$ cat src/rtl/core/gmb_pkg.sv
// gmb_pkg: shared types and constants of the gray mirror box blur.
// No dependencies; used by every file of the block but gmb_stream_if.
package gmb_pkg;

  localparam int CFG_W    = 11;
  localparam int COL_W    = 11;
  localparam int ROW_W    = 12;
  localparam int WINDOW   = 9;
  localparam int HALF     = WINDOW / 2;
  localparam int DELAY    = WINDOW - HALF;
  localparam int SLOTS    = WINDOW + 1;
  localparam int SLOT_W   = 4;
  localparam int CSUM_W   = 12;
  localparam int TOT_W    = 15;
  localparam int PROD_W   = 29;
  localparam int DIV_SH   = 20;
  localparam int DIV10_SH = 16;

  localparam logic [7:0]  GRAY_R    = 8'd54;
  localparam logic [7:0]  GRAY_G    = 8'd184;
  localparam logic [7:0]  GRAY_B    = 8'd18;
  localparam logic [13:0] DIV_MUL   = 14'd12946;
  localparam logic [12:0] DIV10_MUL = 13'd6554;

  localparam logic CFG_WIDTH  = 1'b0;
  localparam logic CFG_HEIGHT = 1'b1;

  localparam logic ACT_PIXEL = 1'b0;

  typedef struct packed {
    logic       action;
    logic [7:0] blue;
    logic [7:0] green;
    logic [7:0] red;
  } in_item_t;

  typedef struct packed {
    logic [7:0] gray_out;
    logic       end_of_row;
    logic       end_of_frame;
  } out_item_t;

  typedef struct packed {
    logic [7:0]       gray;
    logic [SLOT_W-1:0] slot;
    logic [COL_W-1:0] wr_col;
    logic [COL_W-1:0] col;
    logic [ROW_W-1:0] orow;
    logic             emit;
    logic             row_start;
    logic             last_col;
    logic             eof;
  } cmd_t;

endpackage

$ cat src/rtl/core/gmb_front.sv
// gmb_front: accepts input transactions, converts to gray, tracks row/column
// and issues store/emit commands. Depends on gmb_pkg.
module gmb_front (
  input  logic                          clk,
  input  logic                          rst_n,
  input  logic [gmb_pkg::CFG_W-1:0]     w_eff,
  input  logic [gmb_pkg::CFG_W-1:0]     h_eff,
  input  logic                          in_valid,
  output logic                          in_ready,
  input  gmb_pkg::in_item_t             in_data,
  output logic                          cmd_valid,
  input  logic                          cmd_ready,
  output gmb_pkg::cmd_t                 cmd
);

  logic [gmb_pkg::COL_W-1:0]  col_r, col_nxt, col;
  logic [gmb_pkg::ROW_W-1:0]  row_r, row_nxt, row, hlim, rq, rem;
  logic [gmb_pkg::ROW_W+12:0] qprod;
  logic [15:0]                gsum;
  logic                       last_col, last_row, fire;

  assign in_ready  = cmd_ready;
  assign cmd_valid = in_valid;
  assign fire      = in_valid && cmd_ready;

  always_comb begin
    hlim = gmb_pkg::ROW_W'(h_eff) + gmb_pkg::ROW_W'(gmb_pkg::DELAY - 1);
    col  = (col_r >= w_eff) ? (w_eff - 1'b1) : col_r;
    row  = (row_r > hlim) ? hlim : row_r;
    // row mod 10 by reciprocal multiply
    qprod = (gmb_pkg::ROW_W + 13)'(row) * (gmb_pkg::ROW_W + 13)'(gmb_pkg::DIV10_MUL);
    rq    = gmb_pkg::ROW_W'(qprod >> gmb_pkg::DIV10_SH);
    rem   = row - ((rq << 3) + (rq << 1));
    gsum = 16'(gmb_pkg::GRAY_R) * 16'(in_data.red)
         + 16'(gmb_pkg::GRAY_G) * 16'(in_data.green)
         + 16'(gmb_pkg::GRAY_B) * 16'(in_data.blue);
    last_col = (col == w_eff - 1'b1);
    last_row = (row == hlim);

    cmd.gray      = (in_data.action == gmb_pkg::ACT_PIXEL) ? gsum[15:8] : 8'd0;
    cmd.slot      = rem[gmb_pkg::SLOT_W-1:0];
    cmd.wr_col    = w_eff - 1'b1 - col;
    cmd.col       = col;
    cmd.orow      = row - gmb_pkg::ROW_W'(gmb_pkg::DELAY);
    cmd.emit      = (row >= gmb_pkg::ROW_W'(gmb_pkg::DELAY));
    cmd.row_start = (col == '0);
    cmd.last_col  = last_col;
    cmd.eof       = last_col && last_row;

    col_nxt = col_r;
    row_nxt = row_r;
    if (fire) begin
      if (last_col) begin
        col_nxt = '0;
        if (last_row) begin
          row_nxt = '0;
        end else begin
          row_nxt = row + 1'b1;
        end
      end else begin
        col_nxt = col + 1'b1;
        row_nxt = row;
      end
    end
  end

  always_ff @(posedge clk) begin
    if (!rst_n) begin
      col_r <= '0;
      row_r <= '0;
    end else begin
      col_r <= col_nxt;
      row_r <= row_nxt;
    end
  end

endmodule

$ cat config.mk
export PLATFORM = sky130hd
export DESIGN_NAME = gmb_front
export DESIGN_NICKNAME = d
export VERILOG_FILES = /design/src/rtl/core/gmb_pkg.sv /design/src/rtl/core/gmb_front.sv
export SDC_FILE = /design/constraint.sdc
export NUM_CORES = 1
export LEC_CHECK = 0
export BUFFER_PORTS_ARGS = -buffer_cell sky130_fd_sc_hd__buf_2
export CAP_MARGIN = 20
export CORE_MARGIN = 2
export CORE_UTILIZATION = 50
export CTS_BUF_LIST = sky130_fd_sc_hd__clkbuf_4 sky130_fd_sc_hd__clkbuf_8
export DETAILED_ROUTE_END_ITERATION = 10
export GPL_TIMING_DRIVEN = 1
export MAX_ROUTING_LAYER = met4
export PLACE_DENSITY = 0.79
export SETUP_SLACK_MARGIN = 0.3
export SYNTH_ARGS = -nofsm -noshare
export SYNTH_HDL_FRONTEND = slang
export SYNTH_SLANG_ARGS = --single-unit
$ cat constraint.sdc
create_clock -name clk -period 8.5 [get_ports clk]
set_input_delay 0.425 -clock clk [delete_from_list [all_inputs] [get_ports clk]]
set_output_delay 0.425 -clock clk [all_outputs]
set_load 0.005 [all_outputs]
---- Yosys cells after proc, flatten, opt, wreduce, memory -nomap -nowiden ----
Cells that the tools add are included.
storage, ports and cells
  flip-flop bits (word level) ............. 23
  logic and storage cells ................. 30
operators by class
  add/sub/neg operators ................... 10
  multiply operators ...................... 4
  $lt $le $gt $ge ......................... 3
  eq/ne operators ......................... 2
  mux-type cells .......................... 6
  reductions and logical operators ........ 3
operators with widths
  operator                number
  $mux 12                 3
  $mul 5x8->13 const A    2
  $mux 11                 2
  $mul 12x12->18 const B  1
  $add 14x16->16          1
  $add 16x13->16          1
  $add 11x3->12 const B   1
  $add 12x1->12 const B   1
  $eq 12x12->1            1
  $ge 12x3->1 const B     1
  $gt 12x12->1            1
  $mul 4x8->12 const A    1
  $sub 12x3->12 const B   1
  $add 11x1->11 const B   1
  $eq 11x11->1            1
  $ge 11x11->1            1
  $logic_not 11->1        1
  $sub 11x1->11 const B   1
  $sub 11x11->11          1
  $mux 8                  1
  $add 4x4->4             1
  $sub 4x4->4             1
  $logic_and 1x1->1       2

---- Depth between registers and ports, before layout ----
Gate-level depths: netlist of run 1.
  depth after elaboration ................. 6
  mapped depth ............................ 38
  gate-level depth less buffers ........... 35

---- Worst setup path after synthesis of run 1 ----
Ideal clock, no wire load.
  path kind ............................... input to output
  from .................................... in h_eff[2] (netlist bit)
  to ...................................... out cmd[41] (netlist bit)
  data arrival time ....................... 7.899 ns
  path slack .............................. 0.176 ns
  stages on the path ...................... 34
  cell sequence ........................... ha_1 > xor2_1 > inv_1 > ha_1 > maj3_2 > maj3_2 > maj3_2 > o211a_1 > buf_6 > buf_6 > mux2i_1 > inv_1 > ha_1 > xnor2_1 > ha_1 > fa_1 > fa_1 > inv_1 > fa_1 > inv_1 > ha_1 > or3_1 > nor3_1 > a21oi_1 > a221o_1 > a21oi_1 > xnor2_1 > ha_1 > xor2_1 > xnor2_1 > xnor2_1 > xnor2_1 > xnor2_2 > xnor2_1
RTL lines
  element             RTL line         source
  start: declaration  gmb_front.sv:7   input logic [gmb_pkg::CFG_W-1:0] h_eff,
  end: declaration    gmb_front.sv:13  output gmb_pkg::cmd_t cmd

==> results.md, run 1 <==
* Status: finished clean
* Synthesized area at 8070 µm²
* Slew HR at 45.3%
* Die area at 17200 µm²
* I/O Buffers at 102
* Initial Util at 51.0%
* CTS buffer count at 3
* Finished Core Util at between 60 and 70%
* Number of sinks on the clock net at 23
* CTS tree: yes
* Row count at 46
* Slowest-stage cell, CP: fa_1
* Setup Viol. Count Final at 0
* Reg power frac at under 10%
* Largest net degree at the start of global routing at 17
* Final worst slack at 0.336 ns
* DRT iter0 DRCs at 302
* Clk pwr share at 5.7%
* Clk pin slew, worst setup/hold paths at 0.09 ns
* Pre-CTS setup slack at -0.123 ns
* Fin nets at 1407
* Ys async rst share at 0%
* Slew Viols, Final at 0
* Vias in the first global route at approximately 6900
* Via count at 7010
* Post-synthesis sequential area ratio at 5.71%
* Min-delay worst type: in -> reg
* Io pins at approximately 100
* Avg WL per Cell at 14.8 µm
* H-tree depth at 1
* Sw Ratio at 49.1%
* Final Skew at 0.00427 ns
* First-pass GRT wire length at 31.5 mm
* Avg Inst Size Synth at 8.36 µm²
* Most numerous cell on the critical path: xnor2_1
* Syn_nets at 1265
* Cells after Synth at 965
* Fill count at 1327
* Critical path launch point type: input port
* Crit Reg-Reg Endpoint: row_r[11]
* Worst Reg2Reg Path Length in Cells at 17
* DRC viols at 0
* Placed Cells at between 1000 and 1500
* Crit path required time at 8.08 ns
* Max cap viols at 0
* Worst hold slack at about 0.47 ns
* Net Sw Power at 638 µW
* Final period utilization at just under 100%
* PD cells at 136 nW/µm²
* Crit Reg-Reg Startpoint: col_r[0]
* Logic pwr share at 85.9%
* Layout cells sized above 1 at 20.1%
* Power Internal at 660 µW
* Clock tree buffer depth at 2
* Root Buffer: clkbuf_8
* Number of synthesized flops with an enable pin at 0
* Fin crit period at 8.16 ns
* Synth cell types at 64
* Vias per std cell at 5.29
* Area after DPL at ~9000 µm²
* R2R setup slack at 3.33 ns
* Unrepaired setup endpoints after global routing: true
* DIE HEIGHT at roughly 130 µm
* Register bit total from synthesis at 23
* Total power at around 1.3 mW
* Hold Buf Count CTS at 0
* Syn-to-layout area delta at 18.3%
* Setup crit end kind: output pin
* Initial antenna violation count at 2
* Maximum vdd drop at around 0.36 mV
* Routability cong. at 0.944
* Leak Pwr at 5.15 nW
* Hold Vio Cnt, Final at 0
* CP max FO at 4
* Antenna Nets Post-Route at 0
* Synth warn at 0
* Post-DP HPWL at 16.2 mm
* Post-Layout Cell Count at about 1300
* Drt pass-1 iters at 5
* Total overflow reported by the global router at 0
* Final TNS setup at 0 ns
* Aggregate global-route resource usage at 23.4%
* Clock Latency Late Sink at 0.28 ns
* Fmax at 122 MHz
* Slew @ Worst Pin at approximately 0.81 ns
* Slowest stage delay, CP at 0.55 ns
* DIE WIDTH at 131 µm
* Most used DFF post-synth: dfxtp_1
* Post-route cell area at 9540 µm²
* Worst setup path endpoint: cmd[41]
* Core Region at 15800 µm²
* Arr. time, crit path at 7.74 ns
* Worst Setup SP: h_eff[2]
* Routed wire length at 19.7 mm
* CP Class: in -> out
-- metal layers --
| metal | GRT usage (%) | vias to the layer above | part of all wire (%) |
|---|---|---|---|
| met5 | - | - | 0 |
| met2 | 40.9 | 209 | 49 |
| met3 | 1.47 | 32 | 4.6 |
| met1 | 29.8 | 3330 | 44 |
| met4 | 5.44 | 0 | 2.0 |
| li1 | - | 3439 | - |
-- critical path: cells and delay by family --
kind	cells	cell delay, ns
AOI/OAI and AO/OA	8	1.52
xor gates and xnor gates	8	1.22
adders and majority gates	9	2.82
buffers and inverters	8	0.72
muxes	1	0.34
and+or+nand+nor	3	0.68
-- placed cells by master, fill, tap and decap left out, types with 19 or more instances in the layout --
| cell type | netlist | final |
|---|---|---|
| inv_1 | 217 | 210 |
| xor2_1 | 23 | 20 |
| o21ai_0 | 34 | 32 |
| buf_4 | 3 | 44 |
| a21oi_1 | 33 | 30 |
| nand3_1 | 29 | 28 |
| buf_2 | 2 | 98 |
| xnor2_1 | 79 | 76 |
| nor2_1 | 46 | 45 |
| dfxtp_1 | 23 | 23 |
| ha_1 | 185 | 169 |
| a21o_1 | 19 | 19 |
| fa_1 | 64 | 64 |
| nand2_1 | 36 | 36 |
-- registers in the layout, summed over array words and instances, names as in the netlist --
| signal | cells |
|---|---|
| col_r | 11 |
| row_r | 12 |
-- cell type report --
type,count,area [µm²],share of cell area [%]
antenna,2,5.00,0.0525
clock buffer,3,41.3,0.433
clock inverter,1,5.00,0.0525
inverter,220,827,8.67
multi-input combinational,708,6990,73.3
sequential,23,460,4.83
tap,216,270,2.83
timing repair buffer,151,940,9.85
-- worst min path at each step --
stage              from  slack [ns]  endpoint  cells after the start
6_report          rst_n        0.47  row_r[1]                      2
2_1_floorplan  col_r[1]        0.47  col_r[1]                      2
4_1_cts           rst_n        0.47  row_r[1]                      2
3_5_place_dp   col_r[1]        0.50  col_r[1]                      2
5_1_grt           rst_n        0.49  row_r[1]                      2
3_3_place_gp   col_r[1]        0.50  col_r[1]                      2
-- logic make-up after synthesis --
group / share of synthesized area [%]
AOI/OAI and AO/OA: 12.6
xor gates and xnor gates: 11.8
adders and majority gates: 45.0
buffers and inverters: 11.3
DFF: 5.71
muxes: 2.59
and+or+nand+nor: 11.0
-- cell usage after synthesis, types with 3 or more instances --
| library cell | count | share of area [%] |
|---|---|---|
| o21ai_0 | 34 | 2.1 |
| and3_1 | 3 | 0.23 |
| maj3_2 | 3 | 0.42 |
| nand3_1 | 29 | 1.8 |
| xor2_1 | 23 | 2.5 |
| nand4_1 | 8 | 0.62 |
| a21o_1 | 19 | 1.8 |
| or3_1 | 4 | 0.31 |
| a211oi_1 | 3 | 0.28 |
| a31oi_1 | 4 | 0.31 |
| a21boi_0 | 10 | 0.93 |
| ha_1 | 185 | 29 |
| clkbuf_1 | 5 | 0.23 |
| o21ai_2 | 4 | 0.43 |
| nand2b_1 | 8 | 0.62 |
| mux2i_1 | 9 | 1.1 |
| and2_1 | 9 | 0.70 |
| inv_1 | 217 | 10 |
| nor4_1 | 3 | 0.23 |
| nor2_1 | 46 | 2.1 |
| nand2_1 | 36 | 1.7 |
| o211ai_1 | 3 | 0.28 |
| mux2i_2 | 4 | 0.68 |
| fa_1 | 64 | 16 |
| nor2b_1 | 13 | 1.0 |
| dfxtp_1 | 23 | 5.7 |
| a22o_1 | 13 | 1.4 |
| nor3_1 | 11 | 0.68 |
| a22oi_1 | 4 | 0.37 |
| o21bai_1 | 4 | 0.37 |
| a21oi_1 | 33 | 2.0 |
| mux2_2 | 3 | 0.42 |
| o22ai_1 | 4 | 0.31 |
| xnor2_1 | 79 | 8.6 |
| buf_4 | 3 | 0.28 |
| o21a_1 | 3 | 0.28 |
-- power groups by stage --
stage / registers, mW / logic [mW] / clock network (mW)
detailed placement: 0.112 / 1.10 / 0
global route: 0.110 / 1.28 / 0.0779
finish: 0.109 / 1.11 / 0.0737
floorplan: 0.112 / 0.811 / 0
CTS: 0.109 / 1.11 / 0.0730
global placement: 0.112 / 1.07 / 0
-- repair_timing --
action / in CTS / in global routing
endpoints found under the setup margin: 1 / 1
buffers inserted: 15 / 8
resized for setup: 46 / 21
pin swaps: 30 / 28
hold endpoints to repair: 0 / 0
(Power assumes the default switching activity.)
==> run 2, diff against run 1 <==
--- a/config.mk
+++ b/config.mk
@@ -5,6 +5,7 @@
 export SDC_FILE = /design/constraint.sdc
 export NUM_CORES = 1
 export LEC_CHECK = 0
+export ABC_AREA = 1
 export BUFFER_PORTS_ARGS = -buffer_cell sky130_fd_sc_hd__buf_2
 export CAP_MARGIN = 20
 export CORE_MARGIN = 2
==> run 2 against run 1 <==
  * Power rose by 79%
  * Flip-flop and latch count unchanged
  * Wire length is 1.0% higher
  * Synthesized cell count up 18%
  * Combinational power is 92% higher
==> results.md, run 2 <==
* Status: finished clean
* Area leader, netlist: ha_1
* Initial antenna violation count at 1 (-1)
* Aggregate global-route resource usage at 23.1% (-0.29 points)
* Max cap viols at 0 (unchanged)
* Slowest stage delay, CP at 0.55 ns (about the same)
* Synth cell types at 50 (-22%)
* Crit path required time at 8.08 ns (about the same)
* Fill count at 1544 (+16%)
* Via count at 7629 (+8.8%)
* Register bit total from synthesis at 23 (unchanged)
* Synth cell count leaders: 280 x inv_1, 185 x ha_1, 167 x nand2_1
* Commonest non-fill, non-tap cells in the layout: 279 x inv_1, 184 x ha_1, 167 x nand2_1
* Leak Pwr at 5.29 nW (+2.8%)
* Clock Latency Late Sink at 0.28 ns (about the same)
* Routability cong. at 0.952 (+0.89%)
* Final period utilization at 89.5% (-6.5 points)
* Total overflow reported by the global router at 0 (unchanged)
* Largest Register: row_r
* PD cells at 251 nW/µm² (+85%)
* CP max FO at 7 (+3)
* Cells after Synth at 1135 (+18%)
* Routed wire length at 19.9 mm (+1.0%)
* Setup crit end kind: output pin
* Commonest non-fill, non-tap cell in the layout: inv_1
* Vias per std cell at 5.20 (-1.8%)
* DRC viols at 0 (unchanged)
* Hold-critical path depth at 3 (+1)
* DIE WIDTH at 133 µm (+1.3%)
* Row count at 47 (+2.2%)
* Clock tree buffer depth at 2 (unchanged)
* Min-delay worst type: in -> reg
* Initial Util at 50.5% (-0.47 points)
* Worst hold start: rst_n
* First-pass GRT wire length at 33.0 mm (+4.8%)
* Number of synthesized flops with an enable pin at 0 (unchanged)
* Root Buffer: clkbuf_8
* Io pins at 103 (unchanged)
* H-tree depth at 1 (unchanged)
* Fin nets at 1548 (+10%)
* DRT iter0 DRCs at 393 (+30%)
* Area after DPL at 9020 µm² (+0.39%)
* Syn_nets at 1435 (+13%)
* Core Region at 16400 µm² (+3.7%)
* Setup Viol. Count Final at 0 (unchanged)
* Slew Viols, Final at 0 (unchanged)
* Arr. time, crit path at 7.19 ns (-0.55 ns)
* Number of sinks on the clock net at 23 (unchanged)
* Avg Inst Size Synth at 7.30 µm² (-13%)
* Top flop regs: row_r (12), col_r (11)
* CTS buffer count at 3 (unchanged)
* Avg WL per Cell at 13.5 µm (-8.9%)
* Post-route cell area at 9240 µm² (-3.2%)
* Final Skew at 0.00479 ns (+0.000513 ns)
* CP Class: in -> out
* Synth top area cells: ha_1 28%, fa_1 15%, inv_1 13%, nand2_1 7.6%, dfxtp_1 5.6%
* Antenna Nets Post-Route at 0 (unchanged)
* Drt pass-1 iters at 5 (unchanged)
* Fin crit period at 7.61 ns (-0.553 ns)
* Final TNS setup at 0 ns (unchanged)
* DIE HEIGHT at 133 µm (+1.3%)
* Unrepaired setup endpoints after global routing: false
* Clk pin slew, worst setup/hold paths at 0.08 ns (about the same)
* Slew @ Worst Pin at 0.632 ns (-0.177 ns)
* Ys async rst share at 0% (unchanged)
* Worst Reg2Reg Path Length in Cells at 17 (unchanged)
* Largest net degree at the start of global routing at 21 (+4)
* Crit Reg-Reg Startpoint: col_r[8]
* Worst Setup SP: h_eff[2]
* Maximum vdd drop at 0.480 mV (+32%)
* Layout cells sized above 1 at 13.8% (-6.3 points)
* Synthesized area at 8290 µm² (+2.7%)
* I/O Buffers at 102 (unchanged)
* Slowest-stage cell, CP: fa_1
* Vias in the first global route at 7207 (+4.3%)
* Most used DFF post-synth: dfxtp_1
* Fmax at 131 MHz (+7.3%)
* Die area at 17600 µm² (+2.6%)
* CTS tree: yes
* Yosys top cell area share at 27.9% (-0.75 points)
* Critical path launch point type: input port
* Most common cell in the netlist: inv_1
* Slew HR at 57.8% (+12 points)
* Syn-to-layout area delta at 11.5%
* Post-DP HPWL at 17.3 mm (+6.4%)
* Hold Vio Cnt, Final at 0 (unchanged)
* Max reg flops at 12 (unchanged)
* Post-synthesis sequential area ratio at 5.56% (-0.15 points)
* Synth warn at 0 (unchanged)
run 2: cell types whose count changed after synthesis, sizes merged, moves of 13 or more:
cell	before	now
a21oi	34	74
xor2	23	52
a21o	19	4
mux2i	13	0
nand3	29	60
a22o	13	0
xnor2	80	26
nand2	36	171
nor2b	13	0
o21ai	39	56
inv	218	292
run 2: kinds of logic after synthesis:
logic type	count (synthesis)	synth area share, %
AOI/OAI and AO/OA	159	11.3
xor gates and xnor gates	78	8.34
adders and majority gates	249	43.4
buffers and inverters	302	14.0
DFF	23	5.56
and+or+nand+nor	324	17.4
run 2: timing repair:
item | in CTS | in global routing
hold endpoints to repair | 0 | 0
buffers inserted | 0 | 14
setup endpoints to repair | 0 | 1
gates resized for setup | 0 | 11
hold buffers | 0 | 0
run 2: worst max-delay path, delay by kind of cell:
kind / cells / cell delay, ns
and+or+nand+nor: 11 / 1.29
adders and majority gates: 9 / 3.50
xor gates and xnor gates: 4 / 0.62
AOI/OAI and AO/OA: 3 / 0.35
buffers and inverters: 9 / 0.98
run 2: path summary, 6_finish.rpt:
path | endpoint | slack (ns)
worst max register to register | row_r[5] | 4.15
worst min register to register | col_r[10] | 0.50
worst min-delay path | row_r[1] | 0.49
worst max-delay path | cmd[41] | 0.89
run 2: per-layer routing:
metal  track usage, %  up-vias  routed length [µm]
met1             30.8     3534                9030
met3             1.88       32                1010
met4             4.54        0                 363
met5                -        -                   0
li1                 -     3819                   -
met2             38.7      244                9460
run 2: layout make-up:
type | count | area [µm²] | share of cell area, %
antenna | 1 | 2.50 | 0.0271
inverter | 292 | 1100 | 11.9
tap | 220 | 275 | 2.98
timing repair buffer | 117 | 626 | 6.77
clock buffer | 4 | 48.8 | 0.528
multi-input combinational | 811 | 6730 | 72.8
sequential | 23 | 460 | 4.98
run 2: power by group:
| part | internal [mW] | switching [mW] | leakage [nW] |
|---|---|---|---|
| clock | 0.0369 | 0.0379 | 0.0262 |
| combinational | 0.911 | 1.22 | 5.08 |
| sequential | 0.112 | 0.00488 | 0.187 |
| total | 1.06 | 1.26 | 5.29 |
run 2: metrics by stage:
step / hold slack, ns / total power, mW / std cells / worst slack (ns) / utilization, %
global route: 0.513 / 2.67 / 1468 / 0.258 / 56.3
finish: 0.489 / 2.32 / 1468 / 0.889 / 56.3
CTS: 0.484 / 2.31 / 1452 / 0.617 / 55.3
global placement: 0.475 / 2.14 / 1448 / 0.786 / 55.0
floorplan: 0.455 / 1.65 / 1135 / 1.56 / -
detailed placement: 0.482 / 2.22 / 1448 / 0.666 / 55.0
