`config.mk`:
```
export PLATFORM = sky130hd
export DESIGN_NAME = gmb_queue
export DESIGN_NICKNAME = d
export VERILOG_FILES = /design/src/rtl/core/gmb_pkg.sv /design/src/rtl/core/gmb_queue.sv
export SDC_FILE = /design/constraint.sdc
export NUM_CORES = 1
export LEC_CHECK = 0
export BUFFER_PORTS_ARGS = -buffer_cell sky130_fd_sc_hd__buf_2
export CAP_MARGIN = 15
export CORE_MARGIN = 3
export CORE_UTILIZATION = 55
export DETAILED_ROUTE_END_ITERATION = 10
export GPL_TIMING_DRIVEN = 0
export PLACE_DENSITY = 0.84
export SLEW_MARGIN = 0
export SYNTH_ARGS = -nofsm -noshare
export SYNTH_HDL_FRONTEND = slang
export SYNTH_SLANG_ARGS = --single-unit
```
`constraint.sdc`:
```
create_clock -name clk -period 9.5 [get_ports clk]
set_input_delay 2.85 -clock clk [delete_from_list [all_inputs] [get_ports clk]]
set_output_delay 2.85 -clock clk [all_outputs]
set_load 0.02 [all_outputs]
```
`src/rtl/core/gmb_pkg.sv`:
```
// gmb_pkg: shared types and constants of the gray mirror box blur.
// No dependencies; used by every file of the block but gmb_stream_if.
package gmb_pkg;

  localparam int CFG_W    = 11;
  localparam int COL_W    = 11;
  localparam int ROW_W    = 12;
  localparam int WINDOW   = 9;
  localparam int HALF     = WINDOW / 2;
  localparam int DELAY    = WINDOW - HALF;
  localparam int SLOTS    = WINDOW + 1;
  localparam int SLOT_W   = 4;
  localparam int CSUM_W   = 12;
  localparam int TOT_W    = 15;
  localparam int PROD_W   = 29;
  localparam int DIV_SH   = 20;
  localparam int DIV10_SH = 16;

  localparam logic [7:0]  GRAY_R    = 8'd54;
  localparam logic [7:0]  GRAY_G    = 8'd184;
  localparam logic [7:0]  GRAY_B    = 8'd18;
  localparam logic [13:0] DIV_MUL   = 14'd12946;
  localparam logic [12:0] DIV10_MUL = 13'd6554;

  localparam logic CFG_WIDTH  = 1'b0;
  localparam logic CFG_HEIGHT = 1'b1;

  localparam logic ACT_PIXEL = 1'b0;

  typedef struct packed {
    logic       action;
    logic [7:0] blue;
    logic [7:0] green;
    logic [7:0] red;
  } in_item_t;

  typedef struct packed {
    logic [7:0] gray_out;
    logic       end_of_row;
    logic       end_of_frame;
  } out_item_t;

  typedef struct packed {
    logic [7:0]       gray;
    logic [SLOT_W-1:0] slot;
    logic [COL_W-1:0] wr_col;
    logic [COL_W-1:0] col;
    logic [ROW_W-1:0] orow;
    logic             emit;
    logic             row_start;
    logic             last_col;
    logic             eof;
  } cmd_t;

endpackage

```
`src/rtl/core/gmb_queue.sv`:
```
// gmb_queue: two-entry command queue between front and back.
// Depends on gmb_pkg.
module gmb_queue (
  input  logic          clk,
  input  logic          rst_n,
  input  logic          push_valid,
  output logic          push_ready,
  input  gmb_pkg::cmd_t push_data,
  output logic          pop_valid,
  input  logic          pop_ready,
  output gmb_pkg::cmd_t pop_data
);

  gmb_pkg::cmd_t ent_r [2];
  logic          wp_r, rp_r;
  logic [1:0]    cnt_r;
  logic          do_push, do_pop;

  assign push_ready = (cnt_r != 2'd2);
  assign pop_valid  = (cnt_r != 2'd0);
  assign pop_data   = ent_r[rp_r];
  assign do_push    = push_valid && push_ready;
  assign do_pop     = pop_valid && pop_ready;

  always_ff @(posedge clk) begin
    if (do_push) begin
      ent_r[wp_r] <= push_data;
    end
  end

  always_ff @(posedge clk) begin
    if (!rst_n) begin
      wp_r  <= 1'b0;
      rp_r  <= 1'b0;
      cnt_r <= 2'd0;
    end else begin
      if (do_push) wp_r <= ~wp_r;
      if (do_pop)  rp_r <= ~rp_r;
      cnt_r <= cnt_r + 2'(do_push) - 2'(do_pop);
    end
  end

endmodule

```
Word-level counts from Yosys, hierarchy flattened:

Memory sizes are Yosys's and may differ from the RTL's. A register that Yosys moved wholly into a read port is not among the register bits.
Cells that the tools add are included.

* flip-flop bits (word level): 4
* memory bits (writable): 100
* input bits: 54
* output and inout bits: 52
* logic and storage cells: 16
* memories: 1

Memory list
* ent_r: words 2, width 50, read ports 1, clocked after memory_dff 1, wr ports 1, RTL line gmb_queue.sv:14 `gmb_pkg::cmd_t ent_r [2];`

* add/subtract/negate cells: 2
* equal/unequal tests: 1
* mux-type cells: 4
* bitwise gates (word level): 2
* reductions and logical operators: 3

Operator list (count)
* $mux 1: 4
* $add 2x1->2: 1
* $logic_and 1x1->1: 2
* $ne 2x2->1 const B: 1
* $not 1->1: 2
* $reduce_bool 2->1: 1
* $sub 2x1->2: 1

Longest topological paths before layout:

Gate-level depths: netlist of the first run.

* depth in word-level cells: 4
* gate-level depth with buffers: 8
* depth with buffers taken out: 8

Least setup slack after synthesis of the first run:

No wires, ideal clock.

* path kind: input to register
* start point: in push_valid
* end point: mem ent_r[0][0] (netlist name) (enable)
* setup time: 458 ps
* arrival time: 5049 ps
* required time: 9042 ps
* setup slack: 3993 ps
* stages: 2
* path buffers: 0
* path through: nand2_1 > nor2_1

* word-level cells in the longest chain between the ends: 3

Ends and longest elaborated chain
* start: declaration: RTL line gmb_queue.sv:6 `input logic push_valid,`
* $logic_and 1x1->1: RTL line gmb_queue.sv:22 `assign do_push = push_valid && push_ready;`
* $mux 1: RTL line gmb_queue.sv:26 `if (do_push) begin`
* $mux 1 (not written as such): RTL line gmb_queue.sv:27 `ent_r[wp_r] <= push_data;`
* end: declaration: RTL line gmb_queue.sv:14

No other way between the ends.

==> results of run 1 <==
==> cells by family after synthesis <==
kind of cell             Yosys count  share of synthesized area [%]
XOR/XNOR                           3                         0.6409
buffers and inverters              7                          2.807
multiplexers                      51                          18.55
AO/OA/AOI/OAI                      1                         0.2136
adder cells (fa/ha/maj)            2                         0.6102
flip-flops                       105                          75.68
AND/OR/NAND/NOR                   11                          1.495
==> power by group through the flow <==
stage | sequential (mW) | clock [mW] | combinational, mW
floorplan | 0.608 | 0 | 0.325
global placement | 0.613 | 0 | 0.425
detailed placement | 0.611 | 0 | 0.440
CTS | 0.601 | 0.274 | 0.441
global route | 0.607 | 0.292 | 0.461
finish | 0.600 | 0.265 | 0.434
==> state kept, by name (all words and copies together), names as in the netlist, named ones only <==
register	flops
wp_r	1
cnt_r	2
rp_r	1
ent_r	100
==> metrics by stage <==
stage / total power, mW / cells / hold slack, ns / area (µm²)
after floorplan: 0.9332 / 180 / 0.4549 / 4100
after global placement: 1.037 / 381 / 0.4660 / 4746
after detailed placement: 1.052 / 383 / 0.5303 / 4795
after CTS: 1.316 / 399 / 0.5544 / 4991
after global routing: 1.360 / 399 / 0.5739 / 4991
final: 1.299 / 399 / 0.5496 / 4991
==> layout make-up <==
| class | count | area (µm²) |
|---|---|---|
| clock buffer | 10 | 127.6 |
| timing repair buffer | 107 | 565.5 |
| multi-input combinational | 68 | 890.9 |
| clock inverter | 6 | 68.82 |
| sequential | 105 | 3103 |
| tap | 96 | 120.1 |
| buffer | 6 | 111.4 |
| fill | 460 | 2028 |
| inverter | 1 | 3.754 |
==> final timing paths <==
path	to	slack (ns)	cells past startpoint
setup reg to reg	ent_r[0][41]$_DFFE_PP_	7.62	4
hold reg to reg	wp_r$_SDFFE_PN0N_	0.55	2
hold / removal	wp_r$_SDFFE_PN0N_	0.55	2
setup / recovery	pop_data[26]	5.18	4
==> per-layer routing <==
metal	track usage (%)	wire (µm)
met5	0	0
met4	7.054	105
met3	3.737	378
met2	28.40	3568
met1	19.34	2453
==> cell usage in the layout (no fill, tap or decap) <==
master      netlist  layout
dfxtp_1           5       5
nor2b_1           2       2
and2_1            2       2
bufinv_16         0       1
mux2_4           50      50
clkinv_2          0       1
or2_2             1       1
clkinvlp_4        0       1
xnor2_1           3       3
clkbuf_1          0       1
and3_2            0       1
buf_6             1       1
edfxtp_1        100     100
inv_1             1       1
nand2_1           2       2
mux2i_1           1       1
clkbuf_8          0       9
buf_12            5       7
clkinv_4          0       3
o21a_2            1       1
nor2_4            0       1
nand2b_1          2       2
buf_2             0     105
ha_1              2       2
==> critical path, cell delays in order (launching register included) <==
cell     delay (ns)
dfxtp_1        0.33
buf_6          0.16
buf_12         0.16
mux2_4         0.31
buf_2          0.16
==> impl_results.md, run 1 <==
- Port Buf Inserts: 105
- Final WS setup: 5.179 ns
- Synth cell count leaders: edfxtp_1 (100), mux2_4 (50), buf_12 (5), dfxtp_1 (5), xnor2_1 (3)
- Mapped Nets: 236
- Ranking of synthesized cells by area: edfxtp_1 (73%), mux2_4 (18%), buf_12 (2.4%)
- Via density: 4.915
- Sequential share of the synthesized area: 75.68%
- Skew final: 0.01002 ns
- Post-synth top flop: edfxtp_1
- Vias in the first global route: 2100
- Count leader, synth: edfxtp_1
- Starting Density: 58.41%
- Wire length of the first global-routing pass: 10390 µm
- Sw Ratio: 29.68%
- Synth Warn #: 0
- Psw: 0.3856 mW
- Post-DP HPWL: 4622 µm
- CTS Buf Count: 9
- Worst-skew pair later-pin latency: 0.36 ns
- Die X: 92.34 µm
- Slew margin rel.: 50.48%
- Clock Tree Buf Depth: 2
- Cts hold-fix bufs: 0
- Inserted Diodes: 0
- Post-place setup slack: 5.203 ns
- Worst VDD drop: 0.1813 mV
- Violation count after the first detailed-route iteration: 61
- Final Setup Violations: 0
- TNS Setup: 0 ns
- Least-Margin Pin Slew: 0.7410 ns
- Via count: 1961
- DR WL/cell: 16.31 µm
- Max cap viols: 0
- GRT Util Overall: 16.28%
- Pin count of the biggest net entering global routing: 28
- Netlist cell types: 17
- Nets: 354
- Area growth syn-to-layout: 21.73%
- Die Y: 92.34 µm
- Syn Inst Count: 180
- Max-slew violation count: 0
- Final Core Density: 71.11%
- Gr ovfl total: 0
- GP Congestion: 0.7011
- Post-route DRC violation count: 0
- Reg power frac: 46.2%
- Die ar.: 8527 µm²
- Share of the synthesized area in the top cell type: 73.24%
- Syn Std Cell Area: 4100 µm²
- Resized cells post-CTS: 0
- Outcome: finished, final reports clean
- Startpoint Class: register
- CP Data Arrival Time: 1.47 ns
- Placeable Area: 7019 µm²
- # H-tree levels: 3
- Clock-pin slew on the worst setup and hold paths: 0.09 ns
- Root buffer selected by CTS: clkbuf_8
- PwrDens: 260.3 nW/µm²
- Async set or reset register ratio after synthesis: 0%
- Crit Path Category: reg2out
- Final ANT Viol Nets: 0
- Hold crit path type: reg2reg
- HP Start: wp_r$_SDFFE_PN0N_
- Fin crit share: 45.49%
- Critical Path RT: 6.65 ns
- Area leader, netlist: edfxtp_1
- Minimum clock period: 4.321 ns
- Int Pwr: 0.9136 mW
- Fin. Hold Viols: 0
- CP Capture Type: output port
- Avg Inst Size Synth: 22.78 µm²
- Pre-antenna DRT Iters: 4
- Postcts setup bufs: 0
- RSZ-0062 raised after global routing: no
- Combinational power share: 33.4%
- Antenna violations before repair: 0
- Crit path max fanout: 10
- Row cnt: 30
- Yosys reg bits: 105
- LEAKAGE: 1.975 nW
- Clock network power share: 20.4%
- CTS Sinks: 105
- # IOs: 106
- CTS tree: done
- Layout cell share with drive strength beyond 1: 60.07%
- Max Freq: 231.4 MHz
- Total Routed Length: 6507 µm
- Post-synth EDFFs: 100
- Reg2reg start: cnt_r[0]$_SDFF_PN0_
No activity file was read; power rests on OpenSTA's default activity.
==> run 2: changes to the inputs <==
--- a/config.mk
+++ b/config.mk
@@ -8,10 +8,10 @@
 export BUFFER_PORTS_ARGS = -buffer_cell sky130_fd_sc_hd__buf_2
 export CAP_MARGIN = 15
 export CORE_MARGIN = 3
-export CORE_UTILIZATION = 55
+export CORE_UTILIZATION = 47
 export DETAILED_ROUTE_END_ITERATION = 10
 export GPL_TIMING_DRIVEN = 0
-export PLACE_DENSITY = 0.84
+export PLACE_DENSITY = 0.76
 export SLEW_MARGIN = 0
 export SYNTH_ARGS = -nofsm -noshare
 export SYNTH_HDL_FRONTEND = slang
==> constraint.sdc (replaced) <==
create_clock -name clk -period 3.5 [get_ports clk]
set_input_delay 1.05 -clock clk [delete_from_list [all_inputs] [get_ports clk]]
set_output_delay 1.05 -clock clk [all_outputs]
set_load 0.02 [all_outputs]
==> run 2 against run 1 <==
- die area grew 16%
- global-route usage down 3.4 points
- combinational power grew to 2.7 times the previous value
- first-iteration DRC count increased by 39%
- via count up 0.56%
- sequential share of layout area increased by 0.28 points
- largest power group unchanged
==> impl_results.md, run 2 (same netlist as run 1, synthesis figures left out) <==
- Fin crit share: 71.63%
- Max-slew violation count: 0 (unchanged)
- RSZ-0062 raised after global routing: no
- PwrDens: 689.1 nW/µm² (+160%)
- Crit path max fanout: 10 (unchanged)
- WP buf/inv: 3 (unchanged)
- Post-route DRC violation count: 0 (unchanged)
- Crit Path Category: reg2out
- CTS Buf Count: 9 (unchanged)
- Reg2Reg Setup Slack: 1.61 ns (-6.01 ns)
- Crit-path cells: buf_6, buf_12, mux2_4, buf_2
- Port Buf Inserts: 105 (unchanged)
- Skew final: 0.007333 ns (-0.002687 ns)
- GP Congestion: 0.6408 (-8.6%)
- CP Data Arrival Time: 1.46 ns (about the same)
- Startpoint Class: register
- Pin count of the biggest net entering global routing: 30 (+7.1%)
- Resized cells post-CTS: 0 (unchanged)
- Max reg flops: 100 (unchanged)
- Final ANT Viol Nets: 0 (unchanged)
- Total Routed Length: 6084 µm (-6.5%)
- Gr ovfl total: 0 (unchanged)
- Row cnt: 33 (+10%)
- CP Capture Type: output port
- Reg2reg end: ent_r[0][42]$_DFFE_PP_
- Final WS setup: 0.9929 ns (-4.186 ns)
- Worst path max stage delay: 0.33 ns (about the same)
- # IOs: 106 (unchanged)
- Slowest-stage cell, CP: dfxtp_1
- Top reg by flops: ent_r
- Worst-skew pair later-pin latency: 0.34 ns (-0.02 ns)
- DR WL/cell: 14.91 µm (-8.6%)
- TNS Setup: 0 ns (unchanged)
- Die ar.: 9880 µm² (+16%)
- Least-Margin Pin Slew: 0.7148 ns (-0.02618 ns)
- Critical Path RT: 2.45 ns (-4.20 ns)
- Via count: 1972 (+0.56%)
- Biggest regs: ent_r (100), cnt_r (2)
- Reg2reg start: cnt_r[0]$_SDFF_PN0_
- Slew margin rel.: 52.23% (+1.7 points)
- Final Setup Violations: 0 (unchanged)
- Inserted Diodes: 0 (unchanged)
- Total power: 3.424 mW (+160%)
- Commonest non-fill, non-tap cell in the layout: buf_2
- Clock Tree Buf Depth: 2 (unchanged)
- Area growth syn-to-layout: 21.18%
- Minimum clock period: 2.507 ns
- Worst VDD drop: 0.4891 mV (+170%)
- Hold path depth: 2 (unchanged)
- LEAKAGE: 1.953 nW (-1.1%)
- GRT Util Overall: 12.89% (-3.4 points)
- Die Y: 99.40 µm (+7.6%)
- Final Core Density: 59.57% (-12 points)
- Max cap viols: 0 (unchanged)
- Postcts setup bufs: 0 (unchanged)
- Wire length of the first global-routing pass: 9722 µm (-6.4%)
- Max Freq: 398.9 MHz
- Cts hold-fix bufs: 0 (unchanged)
- Outcome: finished, final reports clean
- Hold crit path type: reg2reg
- Placeable Area: 8341 µm² (+19%)
- CTS tree: done
- Die X: 99.40 µm (+7.6%)
- Commonest cells after routing, fill and taps aside: buf_2 (105), edfxtp_1 (100), mux2_4 (50)
- CTS Sinks: 105 (unchanged)
- # H-tree levels: 3 (unchanged)
- Nets: 354 (unchanged)
- Via density: 4.833 (-1.7%)
- Root buffer selected by CTS: clkbuf_8
- Pre-antenna DRT Iters: 4 (unchanged)
- HP Start: rp_r$_SDFFE_PN0P_
- Post-place setup slack: 0.9856 ns (-4.217 ns)
- Clock-pin slew on the worst setup and hold paths: 0.09 ns (about the same)
- Layout cell share with drive strength beyond 1: 59.08% (-0.99 points)
- Vias in the first global route: 2055 (-2.1%)
- Post-DP HPWL: 4251 µm (-8.0%)
- Starting Density: 49.16% (-9.3 points)
- R2R depth: 4 (unchanged)
- Fin. Hold Viols: 0 (unchanged)
- Delay-heaviest family, CP: buffers and inverters
- Antenna violations before repair: 0 (unchanged)
- Violation count after the first detailed-route iteration: 85 (+39%)
run 2: cell types whose count changed in the layout (fill, tap and decap cells not counted), sizes merged:
cell | previous run | this run
clkinvlp | 1 | 2
clkbuf | 10 | 11
inv | 1 | 2
clkinv | 4 | 2
bufinv | 1 | 0
run 2: routing by layer:
metal  GRT usage [%]  vias up  wire (µm)
li1                -      933          -
met1           15.27      957       2413
met3           3.366       11        437
met4           5.147        0        107
met2           22.42       71       3126
met5               0        -          0
run 2: tightest hold or removal path, delay by kind of cell, from the launching register on:
family	cells	cell delay, ns
flops	1	0.34
xor+xnor	1	0.08
simple gates	1	0.09
run 2: per-stage QoR:
| step | cell area [µm²] | hold slack (ns) | std cells |
|---|---|---|---|
| final | 4969 | 0.5447 | 408 |
| after global placement | 4760 | 0.4735 | 390 |
| after floorplan | 4103 | 0.4660 | 180 |
| after CTS | 4969 | 0.5528 | 408 |
| after global routing | 4969 | 0.6073 | 408 |
| after detailed placement | 4806 | 0.5300 | 392 |
run 2: worst max path at each step:
| stage | cells past startpoint | slack, ns | end | start |
|---|---|---|---|---|
| 4_1_cts | 4 | 0.96 | pop_data[40] | register |
| 2_1_floorplan | 2 | 0.63 | ent_r[0][0]$_DFFE_PP_ | push_valid |
| 3_3_place_gp | 3 | -0.20 | ent_r[0][41]$_DFFE_PP_ | push_valid |
| 5_1_grt | 4 | 0.93 | pop_data[42] | register |
| 6_report | 4 | 0.99 | pop_data[46] | register |
| 3_5_place_dp | 4 | 0.99 | ent_r[0][3]$_DFFE_PP_ | push_valid |
run 2: cell type report:
class                           count  area, µm²
Multi-Input combinational cell     68      890.9
Tap cell                          105      131.4
Clock buffer                       11      131.4
Clock inverter                      5      31.28
Fill cell                         659       3372
Inverter                            1      3.754
Buffer                              6      111.4
Sequential cell                   105       3103
Timing Repair Buffer              107      565.5
run 2: power by group:
part | switching [mW] | internal [mW]
clock | 0.367 | 0.257
combinational | 0.605 | 0.569
sequential | 0.0480 | 1.58
total | 1.02 | 2.40
==> run 3: changes to the inputs <==
==> constraint.sdc (replaced) <==
create_clock -name clk -period 2.2 [get_ports clk]
set_input_delay 0.66 -clock clk [delete_from_list [all_inputs] [get_ports clk]]
set_output_delay 0.66 -clock clk [all_outputs]
set_load 0.02 [all_outputs]
==> run 3 against run 2 <==
- core utilization grew 0.45 points
- setup slack lost 0.92 ns
- via count grew 0.46%
- clock power grew 87%
- routed wire length grew 3.9%
- combinational power grew 60%
- worst hold slack lost 0.063 ns
- critical path depth is the same
- clock-buffer cell count shrank 2
==> impl_results.md, run 3 (same netlist as run 1, synthesis figures left out) <==
- CTS Buf Count: 9 (unchanged)
- Reg2Reg Setup Slack: 0.34 ns (-1.27 ns)
- Fin crit share: 96.85%
- Max Freq: 469.3 MHz
- R2R depth: 4 (unchanged)
- Final Setup Violations: 0 (unchanged)
- Starting Density: 49.16% (unchanged)
- CP Data Arrival Time: 1.47 ns (about the same)
- Vias in the first global route: 2042 (-0.63%)
- Port Buf Inserts: 105 (unchanged)
- LEAKAGE: 1.975 nW (+1.1%)
- Total Routed Length: 6322 µm (+3.9%)
- Die Y: 99.40 µm (unchanged)
- Outcome: finished, final reports clean
- Post-route DRC violation count: 0 (unchanged)
- Least-Margin Pin Slew: 0.6829 ns (-0.03193 ns)
- Pre-antenna DRT Iters: 4 (unchanged)
- Minimum clock period: 2.131 ns
- Area growth syn-to-layout: 22.09%
- Reg2reg end: ent_r[0][1]$_DFFE_PP_
- Top reg by flops: ent_r
- Skew final: 0.01159 ns (+0.004260 ns)
- PwrDens: 1123 nW/µm² (+63%)
- Postcts setup bufs: 0 (unchanged)
- CTS Sinks: 105 (unchanged)
- Inserted Diodes: 0 (unchanged)
- Clock-pin slew on the worst setup and hold paths: 0.11 ns (+0.02 ns)
- # H-tree levels: 3 (unchanged)
- Via density: 4.855 (+0.46%)
- Cts hold-fix bufs: 0 (unchanged)
- CTS tree: done
- RSZ-0062 raised after global routing: no
- DR WL/cell: 15.50 µm (+3.9%)
- Die X: 99.40 µm (unchanged)
- Violation count after the first detailed-route iteration: 47 (-45%)
- Commonest cells after routing, fill and taps aside: buf_2 (105), edfxtp_1 (100), mux2_4 (50)
- GP Congestion: 0.6760 (+5.5%)
- Worst path max stage delay: 0.33 ns (about the same)
- Layout cell share with drive strength beyond 1: 60.40% (+1.3 points)
- Critical Path RT: 1.54 ns (-0.91 ns)
- Slew margin rel.: 54.37% (+2.1 points)
- Fin. Hold Viols: 0 (unchanged)
- Row cnt: 33 (unchanged)
- GRT Util Overall: 12.98% (+0.093 points)
- Clock Tree Buf Depth: 2 (unchanged)
- Die ar.: 9880 µm² (unchanged)
- Pin count of the biggest net entering global routing: 51 (+70%)
- Max-slew violation count: 0 (unchanged)
- TNS Setup: 0 ns (unchanged)
- Worst-skew pair later-pin latency: 0.36 ns (+0.02 ns)
- Resized cells post-CTS: 0 (unchanged)
- Crit path max fanout: 10 (unchanged)
- Final ANT Viol Nets: 0 (unchanged)
- Max cap viols: 0 (unchanged)
- Max reg flops: 100 (unchanged)
- Critical Path End: pop_data[43]
- Via count: 1981 (+0.46%)
- Nets: 354 (unchanged)
- Placeable Area: 8341 µm² (unchanged)
- Slowest-stage cell, CP: dfxtp_1
- Reg2reg start: cnt_r[0]$_SDFF_PN0_
- CP Capture Type: output port
- Crit-path cells: buf_6, buf_12, mux2_4, buf_2
- Startpoint Class: register
- Crit Path Category: reg2out
- Wire length of the first global-routing pass: 9729 µm (about the same)
- Post-DP HPWL: 4334 µm (+2.0%)
- Worst VDD drop: 0.6803 mV (+39%)
- Hold crit path type: in2reg
- # IOs: 106 (unchanged)
- WP buf/inv: 3 (unchanged)
- Commonest non-fill, non-tap cell in the layout: buf_2
- Total power: 5.622 mW (+64%)
- Delay-heaviest family, CP: buffers and inverters
- Root buffer selected by CTS: clkbuf_8
- Biggest regs: ent_r (100), cnt_r (2)
- Gr ovfl total: 0 (unchanged)
- Worst path depth: 4 (unchanged)
- Antenna violations before repair: 0 (unchanged)
[run 3: cell count changes in the layout (fill, tap and decap cells not counted), sizes merged]
| cell | delta |
|---|---|
| bufinv | +1 |
| clkbuf | -2 |
| clkinv | -1 |
| inv | +2 |
[run 3: cell type report]
| cell class | instances | area, µm² |
|---|---|---|
| tap | 105 | 131.4 |
| clock buffer | 9 | 123.9 |
| fill | 647 | 3334 |
| inverter | 1 | 3.754 |
| multi-input combinational | 68 | 890.9 |
| buffer | 6 | 111.4 |
| clock inverter | 7 | 76.32 |
| timing repair buffer | 107 | 565.5 |
| sequential | 105 | 3103 |
[run 3: how the worst min path moves through the flow]
stage                           start                      to  slack (ns)  cells after the start
finish                   push_data[2]   ent_r[1][2]$_DFFE_PP_        0.48                      1
CTS                      push_data[2]   ent_r[0][2]$_DFFE_PP_        0.46                      1
global route            push_data[47]  ent_r[0][47]$_DFFE_PP_        0.46                      1
global placement    wp_r$_SDFFE_PN0N_       wp_r$_SDFFE_PN0N_        0.50                      2
detailed placement  wp_r$_SDFFE_PN0N_       wp_r$_SDFFE_PN0N_        0.54                      2
floorplan           wp_r$_SDFFE_PN0N_       wp_r$_SDFFE_PN0N_        0.49                      2
[run 3: stage by stage]
| stage | area, µm² | hold WS (ns) | util (%) | instances | setup slack [ns] |
|---|---|---|---|---|---|
| final | 5006 | 0.4813 | 60.02 | 408 | 0.06927 |
| after global routing | 5006 | 0.4614 | 60.02 | 408 | 0.01554 |
| after CTS | 4986 | 0.4600 | 59.78 | 407 | 0.02801 |
| after detailed placement | 4786 | 0.5385 | 57.38 | 391 | 0.01068 |
| after global placement | 4766 | 0.4981 | 57.14 | 390 | -0.2323 |
| after floorplan | 4109 | 0.4880 | - | 180 | 0.2562 |
[run 3: routing by layer]
layer,up-vias,global-route usage (%),wire (µm)
li1,935,-,-
met1,967,15.19,2386
met2,64,22.37,3407
met3,15,2.945,352
met4,0,6.723,175
met5,-,0,0
[run 3: report_power, final]
part	switching, mW	internal, mW	leakage [nW]
sequential	0.0788	2.51	0.976
combinational	0.965	0.904	0.903
clock	0.631	0.536	0.0966
total	1.67	3.95	1.98
